==> config.mk <==
export PLATFORM = sky130hd
export DESIGN_NAME = positional_list_engine
export DESIGN_NICKNAME = d
export VERILOG_FILES = /design/src/rtl/ple_pkg.sv /design/src/rtl/ple_ram.sv /design/src/rtl/ple_ctrl.sv /design/src/rtl/positional_list_engine.sv
export SDC_FILE = /design/constraint.sdc
export NUM_CORES = 1
export LEC_CHECK = 0
export BUFFER_PORTS_ARGS = -buffer_cell sky130_fd_sc_hd__buf_2
export CAP_MARGIN = 0
export CORE_UTILIZATION = 45
export CTS_CLUSTER_DIAMETER = 80
export CTS_CLUSTER_SIZE = 25
export DETAILED_ROUTE_END_ITERATION = 8
export SKIP_LAST_GASP = 1
export SLEW_MARGIN = 20
export SYNTH_ARGS = -nofsm -noshare
export SYNTH_HDL_FRONTEND = slang
export SYNTH_SLANG_ARGS = --single-unit
==> constraint.sdc <==
create_clock -name clk_i -period 6 [get_ports clk_i]
set_input_delay 1.5 -clock clk_i [delete_from_list [all_inputs] [get_ports clk_i]]
set_output_delay 1.5 -clock clk_i [all_outputs]
set_load 0.01 [all_outputs]
==> src/rtl/ple_pkg.sv <==
// ple_pkg: shared constants, types and helpers of the positional list engine
`timescale 1ns / 1ps

package ple_pkg;

  localparam int unsigned DEPTH     = 16;
  localparam int unsigned DATA_W    = 32;
  localparam int unsigned POS_W     = 5;
  localparam int unsigned CNT_OUT_W = 5;
  localparam int unsigned AW        = $clog2(DEPTH);
  localparam int unsigned CNT_W     = $clog2(DEPTH + 1);
  localparam int unsigned CMP_W     = ((POS_W > CNT_W) ? POS_W : CNT_W) + 1;

  typedef enum logic [1:0] {
    ACT_READ   = 2'd0,
    ACT_WRITE  = 2'd1,
    ACT_INSERT = 2'd2,
    ACT_REMOVE = 2'd3
  } action_e;

  typedef enum logic [1:0] {
    ST_OK     = 2'd0,
    ST_BADPOS = 2'd1,
    ST_FULL   = 2'd2
  } status_e;

  typedef enum logic [1:0] {
    S_IDLE,
    S_SHIFT_UP,
    S_SHIFT_DN,
    S_FINISH
  } state_e;

  typedef struct packed {
    action_e                  action;
    logic [POS_W-1:0]         position;
    logic signed [DATA_W-1:0] value;
  } req_t;

  typedef struct packed {
    logic signed [DATA_W-1:0] read_value;
    status_e                  status;
    logic [CNT_OUT_W-1:0]     count;
    logic                     is_empty;
  } rsp_t;

  typedef struct packed {
    logic              we;
    logic [AW-1:0]     waddr;
    logic [DATA_W-1:0] wdata;
    logic [AW-1:0]     raddr;
  } ram_req_t;

  // 1-based position to 0-based storage index
  function automatic logic [AW-1:0] pos_to_slot(input logic [POS_W-1:0] pos);
    logic [CMP_W-1:0] t;
    t = CMP_W'(pos) - CMP_W'(1);
    return t[AW-1:0];
  endfunction

endpackage

==> src/rtl/ple_ram.sv <==
// ple_ram: generic simple dual-port ram, one write port, one registered read port
`timescale 1ns / 1ps

module ple_ram #(
  parameter int unsigned WIDTH = 32,
  parameter int unsigned DEPTH = 16
) (
  input  logic                     clk_i,
  input  logic                     we_i,
  input  logic [$clog2(DEPTH)-1:0] waddr_i,
  input  logic [WIDTH-1:0]         wdata_i,
  input  logic [$clog2(DEPTH)-1:0] raddr_i,
  output logic [WIDTH-1:0]         rdata_o
);

  logic [WIDTH-1:0] mem_q [DEPTH];
  logic [WIDTH-1:0] rdata_q;

  always_ff @(posedge clk_i) begin
    if (we_i) begin
      mem_q[waddr_i] <= wdata_i;
    end
    rdata_q <= mem_q[raddr_i];
  end

  assign rdata_o = rdata_q;

endmodule

==> src/rtl/ple_ctrl.sv <==
// ple_ctrl: request sequencer, entry count and shift engine over the list ram
`timescale 1ns / 1ps

module ple_ctrl import ple_pkg::*; (
  input  logic              clk_i,
  input  logic              rst_ni,
  input  logic              start_i,
  output logic              busy_o,
  input  req_t              req_i,
  output ram_req_t          ram_o,
  input  logic [DATA_W-1:0] rdata_i,
  output logic              done_o,
  output rsp_t              rsp_o
);

  state_e            state_q, state_d;
  logic [CNT_W-1:0]  count_q, count_d;
  action_e           act_q, act_d;
  status_e           status_q, status_d;
  logic [AW-1:0]     slot_q, slot_d;
  logic [AW-1:0]     wr_q, wr_d;
  logic [DATA_W-1:0] val_q, val_d;

  logic [CMP_W-1:0]  pos_c;
  logic [CMP_W-1:0]  cnt_c;
  logic [AW-1:0]     slot_c;

  assign pos_c  = CMP_W'(req_i.position);
  assign cnt_c  = CMP_W'(count_q);
  assign slot_c = pos_to_slot(req_i.position);
  assign busy_o = (state_q != S_IDLE);

  always_ff @(posedge clk_i or negedge rst_ni) begin
    if (!rst_ni) begin
      state_q <= S_IDLE;
      count_q <= '0;
    end else begin
      state_q <= state_d;
      count_q <= count_d;
    end
  end

  always_ff @(posedge clk_i) begin
    act_q    <= act_d;
    status_q <= status_d;
    slot_q   <= slot_d;
    wr_q     <= wr_d;
    val_q    <= val_d;
  end

  always_comb begin
    state_d     = state_q;
    count_d     = count_q;
    act_d       = act_q;
    status_d    = status_q;
    slot_d      = slot_q;
    wr_d        = wr_q;
    val_d       = val_q;
    ram_o.we    = 1'b0;
    ram_o.waddr = wr_q;
    ram_o.wdata = rdata_i;
    ram_o.raddr = slot_c;
    done_o      = 1'b0;
    rsp_o.read_value = '0;

    unique case (state_q)
      S_IDLE: begin
        if (start_i) begin
          act_d   = req_i.action;
          val_d   = req_i.value;
          slot_d  = slot_c;
          state_d = S_FINISH;
          if (req_i.action == ACT_INSERT) begin
            if (pos_c == '0 || pos_c > cnt_c + CMP_W'(1)) begin
              status_d = ST_BADPOS;
            end else if (cnt_c >= CMP_W'(DEPTH)) begin
              status_d = ST_FULL;
            end else begin
              status_d = ST_OK;
              // not an append: move the tail up one place first
              if (pos_c <= cnt_c) begin
                ram_o.raddr = AW'(count_q - CNT_W'(1));
                wr_d        = AW'(count_q);
                state_d     = S_SHIFT_UP;
              end
            end
          end else if (pos_c == '0 || pos_c > cnt_c) begin
            status_d = ST_BADPOS;
          end else begin
            status_d = ST_OK;
            if (req_i.action == ACT_REMOVE && pos_c < cnt_c) begin
              ram_o.raddr = slot_c + AW'(1);
              wr_d        = slot_c;
              state_d     = S_SHIFT_DN;
            end
          end
        end
      end

      S_SHIFT_UP: begin
        ram_o.we    = 1'b1;
        ram_o.waddr = wr_q;
        ram_o.wdata = rdata_i;
        if ((wr_q - AW'(1)) == slot_q) begin
          state_d = S_FINISH;
        end else begin
          ram_o.raddr = wr_q - AW'(2);
          wr_d        = wr_q - AW'(1);
        end
      end

      S_SHIFT_DN: begin
        ram_o.we    = 1'b1;
        ram_o.waddr = wr_q;
        ram_o.wdata = rdata_i;
        if (CMP_W'(wr_q) + CMP_W'(2) >= cnt_c) begin
          state_d = S_FINISH;
        end else begin
          ram_o.raddr = wr_q + AW'(2);
          wr_d        = wr_q + AW'(1);
        end
      end

      S_FINISH: begin
        done_o  = 1'b1;
        state_d = S_IDLE;
        if (status_q == ST_OK) begin
          unique case (act_q)
            ACT_READ: begin
              rsp_o.read_value = rdata_i;
            end
            ACT_WRITE: begin
              ram_o.we    = 1'b1;
              ram_o.waddr = slot_q;
              ram_o.wdata = val_q;
            end
            ACT_INSERT: begin
              ram_o.we    = 1'b1;
              ram_o.waddr = slot_q;
              ram_o.wdata = val_q;
              count_d     = count_q + CNT_W'(1);
            end
            ACT_REMOVE: begin
              count_d = count_q - CNT_W'(1);
            end
          endcase
        end
      end
    endcase

    rsp_o.status   = status_q;
    rsp_o.count    = CNT_OUT_W'(count_d);
    rsp_o.is_empty = (count_d == '0);
  end

endmodule

==> src/rtl/positional_list_engine.sv <==
// positional_list_engine: top level, ordered list of signed entries in a ram
`timescale 1ns / 1ps
// flow: an accepted request ends in S_FINISH, which loads the result register behind rsp_o;
//   read, write, append, tail remove and errors go there directly, while a middle insert
//   or remove first shifts the tail in S_SHIFT_UP or S_SHIFT_DN, through the single ram
//   write port that moves one entry per cycle; no new request is taken while busy
// reset: rst_ni clears the count and the sequencer, list contents stay undefined;
//   the receiver cannot stall, each result shows for one cycle with rsp_valid_o

module positional_list_engine import ple_pkg::*; (
  input  logic clk_i,
  input  logic rst_ni,
  input  logic start,
  output logic busy,
  input  req_t req_i,
  output logic rsp_valid_o,
  output rsp_t rsp_o
);

  // sequencer <-> ram
  ram_req_t          ram_req;
  logic [DATA_W-1:0] ram_rdata;

  // finished request from the sequencer, registered before it shows on the ports
  logic done;
  rsp_t rsp_d;

  logic rsp_valid_q;
  rsp_t rsp_q;

  // list storage, entry k holds list position k+1
  ple_ram #(
    .WIDTH (DATA_W),
    .DEPTH (DEPTH)
  ) u_ram (
    .clk_i   (clk_i),
    .we_i    (ram_req.we),
    .waddr_i (ram_req.waddr),
    .wdata_i (ram_req.wdata),
    .raddr_i (ram_req.raddr),
    .rdata_o (ram_rdata)
  );

  // request decode, range checks, count and entry shifting
  ple_ctrl u_ctrl (
    .clk_i   (clk_i),
    .rst_ni  (rst_ni),
    .start_i (start),
    .busy_o  (busy),
    .req_i   (req_i),
    .ram_o   (ram_req),
    .rdata_i (ram_rdata),
    .done_o  (done),
    .rsp_o   (rsp_d)
  );

  // result register: the strobe is a flop, the payload is loaded only on done
  always_ff @(posedge clk_i or negedge rst_ni) begin
    if (!rst_ni) begin
      rsp_valid_q <= 1'b0;
    end else begin
      rsp_valid_q <= done;
    end
  end

  always_ff @(posedge clk_i) begin
    if (done) begin
      rsp_q <= rsp_d;
    end
  end

  assign rsp_valid_o = rsp_valid_q;
  assign rsp_o       = rsp_q;

  // an accepted request always occupies the sequencer for the next cycle
  a_accept_busy: assert property (@(posedge clk_i) disable iff (!rst_ni)
    (start && !busy) |=> busy)
    else $error("accepted request did not make the block busy");

  // the result appears as the sequencer returns to idle
  a_rsp_idle: assert property (@(posedge clk_i) disable iff (!rst_ni)
    rsp_valid_o |-> !busy)
    else $error("result strobe while still busy");

  // every request passes through idle before S_FINISH, so strobes never abut
  a_rsp_gap: assert property (@(posedge clk_i) disable iff (!rst_ni)
    rsp_valid_o |=> !rsp_valid_o)
    else $error("two result strobes in a row");

  // a full-list status only when the list really holds every entry
  a_full_count: assert property (@(posedge clk_i) disable iff (!rst_ni)
    (rsp_valid_o && rsp_o.status == ST_FULL) |-> (rsp_o.count == CNT_OUT_W'(DEPTH)))
    else $error("full status with a count below capacity");

endmodule

; Word level (Yosys, flattened, before mapping)
; Memories as Yosys holds them, arrays and structs flattened. A register that Yosys moved wholly into a read port is not among the register bits.
; Cells that the tools add are included.
[totals]
regBits = 92
ramBits = 512
input_bits = 42
out_inout_bits = 42
word_cells = 107
memories = 1
[mem_list]
columns = memory, depth, word_bits, read_ports, rd_clocked_by_memory_dff, write_ports, line
row1 = u_ram.mem_q, 16, 32, 1, 1, 1, ple_ram.sv:16  ; logic [WIDTH-1:0] mem_q [DEPTH];
[op_classes]
add_sub_neg = 10
n_lt_le_gt_ge = 6
n_eq_ne = 19
n_mux = 43
n_reduce_logical = 16
[op_table]
columns = operator, n
row1 = 37-bit 2-to-1 mux, 2
row2 = 37-bit case mux with 2 select lines, 1
row3 = 4-bit 2-to-1 mux, 18
row4 = 4-bit case mux with 3 select lines, 2
row5 = 2-bit 2-to-1 mux, 11
row6 = 2-bit equality test (second input constant), 6
row7 = 5-bit 2-to-1 mux, 2
row8 = 5-bit case mux with 2 select lines, 1
row9 = 3-bit != test (second input constant), 3
row10 = 9-bit AND reduction, 1
row11 = 4-bit by 1-bit adder with 4-bit output (second input constant), 2
row12 = 2-bit case mux with 4 select lines, 1
row13 = 4-bit by 1-bit subtractor with 4-bit output (second input constant), 2
row14 = 5-bit by 1-bit adder with 6-bit output (second input constant), 1
row15 = 6-bit by 5-bit greater-or-equal comparator with 1-bit output, 1
row16 = 5-bit by 6-bit greater-than comparator with 1-bit output, 1
row17 = 2-bit logical NOT, 3
row18 = 6-bit logical NOT, 1
row19 = 2-bit != test (second input constant), 3
row20 = 3-bit AND reduction, 2
row21 = 4-bit by 2-bit adder with 5-bit output (second input constant), 1
row22 = 5-bit by 1-bit adder with 5-bit output (second input constant), 1
row23 = 5-bit greater-or-equal comparator (second input constant), 1
row24 = 5-bit greater-than comparator, 1
row25 = other kinds (18), 26

; Depth between registers and ports, before layout
; Gate-level depths: netlist of run 1.
[logic_depth]
word_depth = 7
mapped_depth = 17
mapped_depth_nobuf = 13

; Hierarchy
; A second synthesis of run 1 with hierarchy kept.
[unflattened]
cells_unflattened = 1237
area_unflattened_um2 = 24740.0
[by_module_without_submodules]
columns = mod, instances, cells_per_inst, area_each_um2, seq_area_each_um2
row1 = ple_ram, 1, 838, 19835.3, 16015.4
row2 = ple_ctrl, 1, 358, 3678.5, 1496.4
row3 = positional_list_engine, 1, 41, 1226.2, 1226.2

; Least setup slack after synthesis of run 1
; No wires, ideal clock.
[synth_timing]
path_kind = input -> register
startpoint = input port start
endpoint = register u_ram.rdata_q[22], in the netlist u_ram.rdata_o[22] (read register of u_ram.mem_q)
setup_ns = 0.134
arrival_time_ns = 4.535
required_time_ns = 5.866
setup_slack_ns = 1.331
path_stages = 12
path_buffers = 3
path_cell_list = nand2_1 -> inv_1 -> nand2b_1 -> nor4_1 -> a221oi_4 -> and2_1 -> buf_2 -> buf_2 -> buf_2 -> nand2_1 -> a311oi_1 -> or4_1
[synth_between]
elab_chain_len = 2
[synth_rtl]
columns = element, line
row1 = start: declaration, positional_list_engine.sv:13  ; input logic start,
row2 = 4-bit 2-to-1 mux, ple_ctrl.sv:68  ; if (start_i) begin
row3 = 4-bit case mux with 3 select lines, ple_ctrl.sv:66  ; unique case (state_q)
row4 = end: declaration, ple_ram.sv:17  ; logic [WIDTH-1:0] rdata_q;
; Every way passes these cells.
; A chain may end at the register's enable or synchronous reset.

; Final worst setup path of run 1
[layout_timing]
startpoint = input port req_i[32] in the netlist's numbering
endpoint = register u_ram.rdata_q[31], in the netlist u_ram.rdata_o[31] (read register of u_ram.mem_q)
[layout_between]
elab_chain_len = 7
elab_cells_between_ends = 20
classes_between = add/sub (2) / order compare (4) / mux (10) / reduce/logical (4)
[layout_rtl]
columns = element, line
row1 = start: declaration, positional_list_engine.sv:15  ; input req_t req_i,
row2 = 4-bit by 1-bit subtractor with 4-bit output *, ple_pkg.sv:57  ; t = CMP_W'(pos) - CMP_W'(1);
row3 = net u_ctrl.slot_c[0], ple_ctrl.sv:26  ; logic [AW-1:0] slot_c;
row4 = 4-bit by 1-bit adder with 4-bit output / 4-bit 2-to-1 mux (equally long branches), "ple_ctrl.sv:92, ple_ctrl.sv:81"
row5 = 4-bit 2-to-1 mux (on tied branches), "ple_ctrl.sv:91, ple_ctrl.sv:76"
row6 = 4-bit 2-to-1 mux (on tied branches), "ple_ctrl.sv:87, ple_ctrl.sv:74"
row7 = 4-bit 2-to-1 mux, ple_ctrl.sv:73  ; if (req_i.action == ACT_INSERT) begin
row8 = 4-bit 2-to-1 mux, ple_ctrl.sv:68
row9 = 4-bit case mux with 3 select lines *, ple_ctrl.sv:66
; The timed path passes the listed nets; every way through them passes the cells marked *.

==> results.sh, run 1 <==
export IMPL_wl_met2_mm=31.9
export IMPL_vias=15500
export IMPL_slowest_stage="o311ai_0"
export IMPL_synth_edf_count=596
export IMPL_max_slew_margin_rel_pct=33.0
export IMPL_timing_rr_start="u_ctrl.count_q[0]"
export IMPL_grt_total_usage_pct=21.9
export IMPL_reg2reg_depth=15
export IMPL_cts_inserted_buffers=31
export IMPL_cp_startpoint="req_i[32]"
export IMPL_rsz0062_at_grt="no"
export IMPL_fp_row_count=87
export IMPL_grt_max_degree=135
export IMPL_fin_crit_sh_pct=79.8
export IMPL_yosysWarnings=0
export IMPL_fillers=4778
export IMPL_cts_buffer_depth=3
export IMPL_hpwlAfterDp_mm=33.8
export IMPL_gp_congestion=0.841
export IMPL_yosysSeqAreaShare_pct=72.3
export IMPL_synth_top_area_share_pct=69.1
export IMPL_max_cap_violations=0
export IMPL_post_cts_buffers=0
export IMPL_drt_iter0_markers=1380
export IMPL_die_width_um=242
export IMPL_via_per_inst=6.03
export IMPL_cts_repair_resized=0
export IMPL_cpPeakStageDelay_ps=800
export IMPL_design_area_um2=28100
export IMPL_path_class="in2reg"
export IMPL_async_flop_share_pct=1.26
export IMPL_reg2reg_slack_ps=1230
export IMPL_nNetsFinal=1877
export IMPL_finalMaxSlewViolations=0
export IMPL_worstMarginPinSlew_ps=1010
export IMPL_areaGrowthSynthToFinish_pct=8.57
export IMPL_yosysTopAreaCell="edfxtp_1"
export IMPL_clk_pin_slew_ps=90
export IMPL_grt_pass1_wl_mm=97.5
export IMPL_initial_core_util_pct=45.8
export IMPL_clock_sinks=636
export IMPL_antenna_found_initial=0
export IMPL_core_area_um2=56600
export IMPL_finalHoldViolCount=0
export IMPL_wl_met3_mm=3.38
export IMPL_yosysMostFrequentCell="edfxtp_1"
export IMPL_drc_errors=0
export IMPL_wire_per_inst_um=25.4
export IMPL_crit_end="u_ram.rdata_o[31]"
export IMPL_seqCellArea_um2=18700
export IMPL_ctsHoldBuffers=0
export IMPL_setup_violations=0
export IMPL_min_delay_start="u_ctrl.status_q[0]"
export IMPL_cts_tree="yes"
export IMPL_gr_total_overflow=0
export IMPL_r2r_end="u_ram.rdata_o[31]"
export IMPL_wl_met1_mm=29.3
export IMPL_worstPathCellList="buf_2 > inv_1 > ha_1 > or4b_4 > and3_4 > nand3_1 > a22o_1 > a31oi_1 > o311ai_0 > nand2_4 > a311oi_1 > or4_1"
export IMPL_die_area_um2=58500
export IMPL_drive_gt1_share_pct=11.5
export IMPL_cp_data_arrival_time_ps=5360
export IMPL_cp_max_fo=32
export IMPL_synth_cell_type_count=71
export IMPL_worstSkewPairLatency_ps=630
export IMPL_dieHeight_um=242
export IMPL_wl_mm=65.4
export IMPL_numPortBuffers=83
export IMPL_skew_ps=26.2
export IMPL_grt_pass1_vias=14900
export IMPL_start_kind="input port"
export IMPL_firstDrtPassIters=5
export IMPL_syn_inst=1776
export IMPL_placed_area_um2=27200
export IMPL_multi_input_area_um2=6550
export IMPL_diodes=0
export IMPL_max_freq_mhz=209
export IMPL_period_needed_ps=4790
export IMPL_synth_seq_cells=636
export IMPL_syn_num_nets=1850
export IMPL_cts_root_buf="clkbuf_16"
export IMPL_critPathCaptureType="flip-flop"
export IMPL_io_pins=84
export IMPL_synth_area_um2=25900
export IMPL_status="finished, final reports clean"
export IMPL_hp_class="reg2reg"
export IMPL_ant_nets=0
export IMPL_synthTopCellsByArea="edfxtp_1 69%, a311oi_1 4.3%, nand2_1 4.2%"
export IMPL_finalSetupTns_ps=0
export IMPL_synthFlopType="edfxtp_1"
export IMPL_syn_area_per_cell_um2=14.6
export IMPL_h_tree_depth=1
export IMPL_topRoutingLayerUsed="met4"
export IMPL_critPathRequiredTime_ps=6570
export IMPL_netlist_top_cells_count="596 x edfxtp_1, 287 x nand2_1, 159 x and3_1, 128 x a211oi_1, 126 x a311oi_1"
## per-layer routing
layer / global-route usage (%) / up-vias
met3: 2.07 / 60
met4: 3.85 / 0
met2: 36.6 / 464
li1: - / 7006
met5: 0 / -
met1: 31.6 / 7998
## worst min-delay path by stage
stage,to,slack [ps],cells past startpoint
finish,rsp_o[6],460,0
global route,rsp_o[7],480,0
global placement,rsp_o[6],430,0
floorplan,rsp_o[7],430,0
CTS,rsp_o[6],460,0
detailed placement,rsp_o[6],440,0
## critical path, delay by kind of cell
family / cells / cell delay, ps
simple gates: 5 / 1620
compound gates: 4 / 1570
buf+inv: 2 / 410
fa+ha+maj: 1 / 240
## logic make-up (layout without fill, tap and decap cells)
family          after synthesis  after routing  synth area share [%]
fa+ha+maj                    32             32                  1.55
flops                       636            636                  72.3
compound gates              366            366                  11.4
buf+inv                     158            203                  3.03
simple gates                560            560                  10.8
xor+xnor                     18             18                 0.661
mux                           6              6                 0.241
## metrics by stage
stage	instances	utilization, %	setup WS, ps	hold WS [ps]
floorplan	1776	-	1330	427
global placement	2526	48.0	726	434
detailed placement	2526	48.0	657	438
CTS	2577	49.7	1320	458
global route	2577	49.7	1010	480
finish	2577	49.7	1210	456
## area by class of cell
cell class / instances / share of cell area (%)
clock buffer: 44 / 2.93
clock inverter: 7 / 0.409
inverter: 27 / 0.360
multi-input combinational: 982 / 23.3
sequential: 636 / 66.6
tap: 756 / 3.36
timing repair buffer: 125 / 3.04
## state kept, by name, indices dropped and copies added (netlist names)
name,flops
u_ram.mem_q,512
u_ctrl.val_q,32
rsp_valid_o,1
u_ctrl.wr_q,4
u_ctrl.slot_q,4
u_ctrl.status_q,2
u_ctrl.count_q,5
u_ctrl.state_q,2
rsp_o,40
u_ram.rdata_o,32
u_ctrl.act_q,2
## placed cells by master (no fill, tap or decap), types with 7 or more instances in the layout
master and instances:
edfxtp_1 596, nand2_1 284, and3_1 158, a211oi_1 128, a311oi_1 126, buf_2 83
a22o_1 35, or4_1 34, buf_4 32, dfxtp_1 32, ha_1 31, clkbuf_16 31
inv_1 25, nand3_1 16, nor2_4 16, o21ai_0 15, a21oi_1 13, clkbuf_1 13
xnor2_1 11, nor2_1 10, buf_12 10, nor3_1 8, dfrtp_1 8, nand2b_1 7
Power of run 1 is left out: the tool's default activity adds up to more than one toggle a clock period on the data nets, which glitch-free logic cannot reach.
==> inputs of run 2 (changes only) <==
Settings changed: ABC_AREA from default to 1.
Clock period 6 ns to 4.6 ns, I/O delays scaled along.
==> results.sh, run 2 <==
export IMPL_cp_max_fo=31
export IMPL_reg2reg_depth=24
export IMPL_hpwlAfterDp_mm=37.6
export IMPL_place_ws_ps=490
export IMPL_status="finished, final reports clean"
export IMPL_skew_ps=28.8
export IMPL_cts_repair_resized=0
export IMPL_antenna_found_initial=1
export IMPL_period_needed_ps=3860
export IMPL_drc_errors=0
export IMPL_setup_violations=0
export IMPL_critPathRequiredTime_ps=5170
export IMPL_final_common_cell="nand3_1"
export IMPL_final_cell_mix="661 x nand3_1, 596 x edfxtp_1, 518 x nand2_1, 90 x inv_1"
export IMPL_via_per_inst=5.61
export IMPL_gp_congestion=0.892
export IMPL_vias=17700
export IMPL_fillers=5055
export IMPL_drt_iter0_markers=1888
export IMPL_firstDrtPassIters=6
export IMPL_start_kind="flip-flop"
export IMPL_largest_reg_flops=512
export IMPL_diodes=0
export IMPL_die_width_um=245
export IMPL_core_area_um2=58000
export IMPL_async_flop_share_pct=1.26
export IMPL_yosysTopAreaCell="edfxtp_1"
export IMPL_cts_inserted_buffers=31
export IMPL_numPortBuffers=83
export IMPL_critPathCaptureType="flip-flop"
export IMPL_fin_crit_sh_pct=83.9
export IMPL_synth_top_area_share_pct=67.3
export IMPL_synthFlopType="edfxtp_1"
export IMPL_drive_gt1_share_pct=11.1
export IMPL_post_cts_buffers=0
export IMPL_worstMarginPinSlew_ps=891
export IMPL_finalMaxSlewViolations=0
export IMPL_hp_class="in2async"
export IMPL_ant_nets=0
export IMPL_die_area_um2=60100
export IMPL_max_freq_mhz=259
export IMPL_synth_edf_count=596
export IMPL_netlist_top_cells_count="661 x nand3_1, 596 x edfxtp_1, 521 x nand2_1, 92 x buf_2, 92 x inv_1"
export IMPL_nNetsFinal=2434
export IMPL_yosysSeqAreaShare_pct=70.5
export IMPL_cts_buffer_depth=3
export IMPL_synthTopCellsByArea="edfxtp_1 67%, nand3_1 12%, nand2_1 7.4%"
export IMPL_finalHoldViolCount=0
export IMPL_cp_data_arrival_time_ps=4440
export IMPL_worstSkewPairLatency_ps=640
export IMPL_areaGrowthSynthToFinish_pct=10.2
export IMPL_max_slew_margin_rel_pct=40.6
export IMPL_worstPathCellList="inv_1 > ha_1 > inv_1 > ha_1 > nand2_1 > nand2_1 > nand2_1 > nand2_1 > nand2_1 > nand2_1 > nand2_2 > nand3_2 > o21ai_1 > nand2_1 > nand2_1 > nand2_8 > nand2_8 > buf_4 > nand2_1 > nand3_1 > nand3_1 > nand2_1 > nand2_1 > nand2_1"
export IMPL_grt_total_usage_pct=22.8
export IMPL_wire_per_inst_um=21.7
export IMPL_grt_pass1_vias=17300
export IMPL_synth_cell_type_count=36
export IMPL_slowest_stage="dfrtp_1"
export IMPL_syn_num_nets=2358
export IMPL_initial_core_util_pct=45.8
export IMPL_syn_inst=2284
export IMPL_syn_area_per_cell_um2=11.6
export IMPL_rsz0062_at_grt="no"
export IMPL_io_pins=84
export IMPL_clk_pin_slew_ps=100
export IMPL_grt_pass1_wl_mm=104
export IMPL_synth_seq_cells=636
export IMPL_cpPeakStageDelay_ps=520
export IMPL_finalWorstSetupSlack_ps=739
export IMPL_regMostFlops="u_ram.mem_q"
export IMPL_path_class="reg2reg"
export IMPL_dieHeight_um=245
export IMPL_grt_max_degree=100
export IMPL_yosysMostFrequentCell="nand3_1"
export IMPL_max_cap_violations=0
export IMPL_h_tree_depth=1
export IMPL_yosysWarnings=0
export IMPL_wl_mm=68.3
export IMPL_synth_area_um2=26600
export IMPL_gr_total_overflow=0
export IMPL_cts_tree="yes"
export IMPL_fp_row_count=88
export IMPL_ctsHoldBuffers=0
export IMPL_clock_sinks=636
export IMPL_cts_root_buf="clkbuf_16"
export IMPL_cp_common_cell="nand2_1"
==> run 2: area by class of cell <==
cell class              count  area, um^2  area share [%]
clock buffers              48         850            2.90
clock inverters             7        85.1           0.290
flip-flops and latches    636       18700            64.0
repair buffers            185        1420            4.84
well taps                 765         957            3.27
multi-input cells        1407        6860            23.4
inverters                  99         377            1.29
==> run 2: metal layers <==
| layer | track usage [%] | up-vias | part of all wire [%] |
|---|---|---|---|
| li1 | - | 8218 | - |
| met1 | 33.0 | 8743 | 44 |
| met2 | 36.6 | 591 | 47 |
| met3 | 2.70 | 102 | 6.5 |
| met4 | 5.86 | 0 | 2.3 |
| met5 | 0 | - | 0 |
==> run 2: cell families after synthesis <==
kind of cell / count (synthesis) / share of synthesized area [%]
xor gates and xnor gates: 14 / 0.489
adders and majority gates: 32 / 1.51
and+or+nand+nor: 1274 / 21.3
DFF: 636 / 70.5
buffers and inverters: 241 / 4.44
AOI/OAI and AO/OA: 87 / 1.80
==> run 2: final timing paths <==
check | startpoint | to | slack [ps]
min | rst_ni | u_ctrl.count_q[1] | 350
min reg2reg | u_ctrl.status_q[0] | rsp_o[6] | 470
max in group asynchronous | rst_ni | u_ctrl.state_q[1] | 4070
min in group clk_i | u_ctrl.status_q[0] | rsp_o[6] | 470
max reg2reg | u_ctrl.count_q[0] | u_ram.rdata_o[11] | 740
max | u_ctrl.count_q[0] | u_ram.rdata_o[11] | 740
==> run 2: worst max-delay path, delay by kind of cell, from the launching register on <==
kind | cells | cell delay, ps
AO/OA/AOI/OAI | 1 | 160
flip-flops | 1 | 520
buffers and inverters | 3 | 690
adder cells (fa/ha/maj) | 2 | 600
AND/OR/NAND/NOR | 18 | 1800
==> run 2: stage by stage <==
step,util [%],hold WS (ps),setup TNS [ps],cells,instance area (um^2)
2_1_floorplan,-,427,-77030,2284,26600
3_3_place_gp,48.8,435,0,3091,28300
3_5_place_dp,48.8,446,0,3091,28300
4_1_cts,50.4,325,0,3146,29300
5_1_grt,50.5,336,0,3147,29300
6_report,50.5,349,0,3147,29300
Power of run 2 is left out for the same reason.
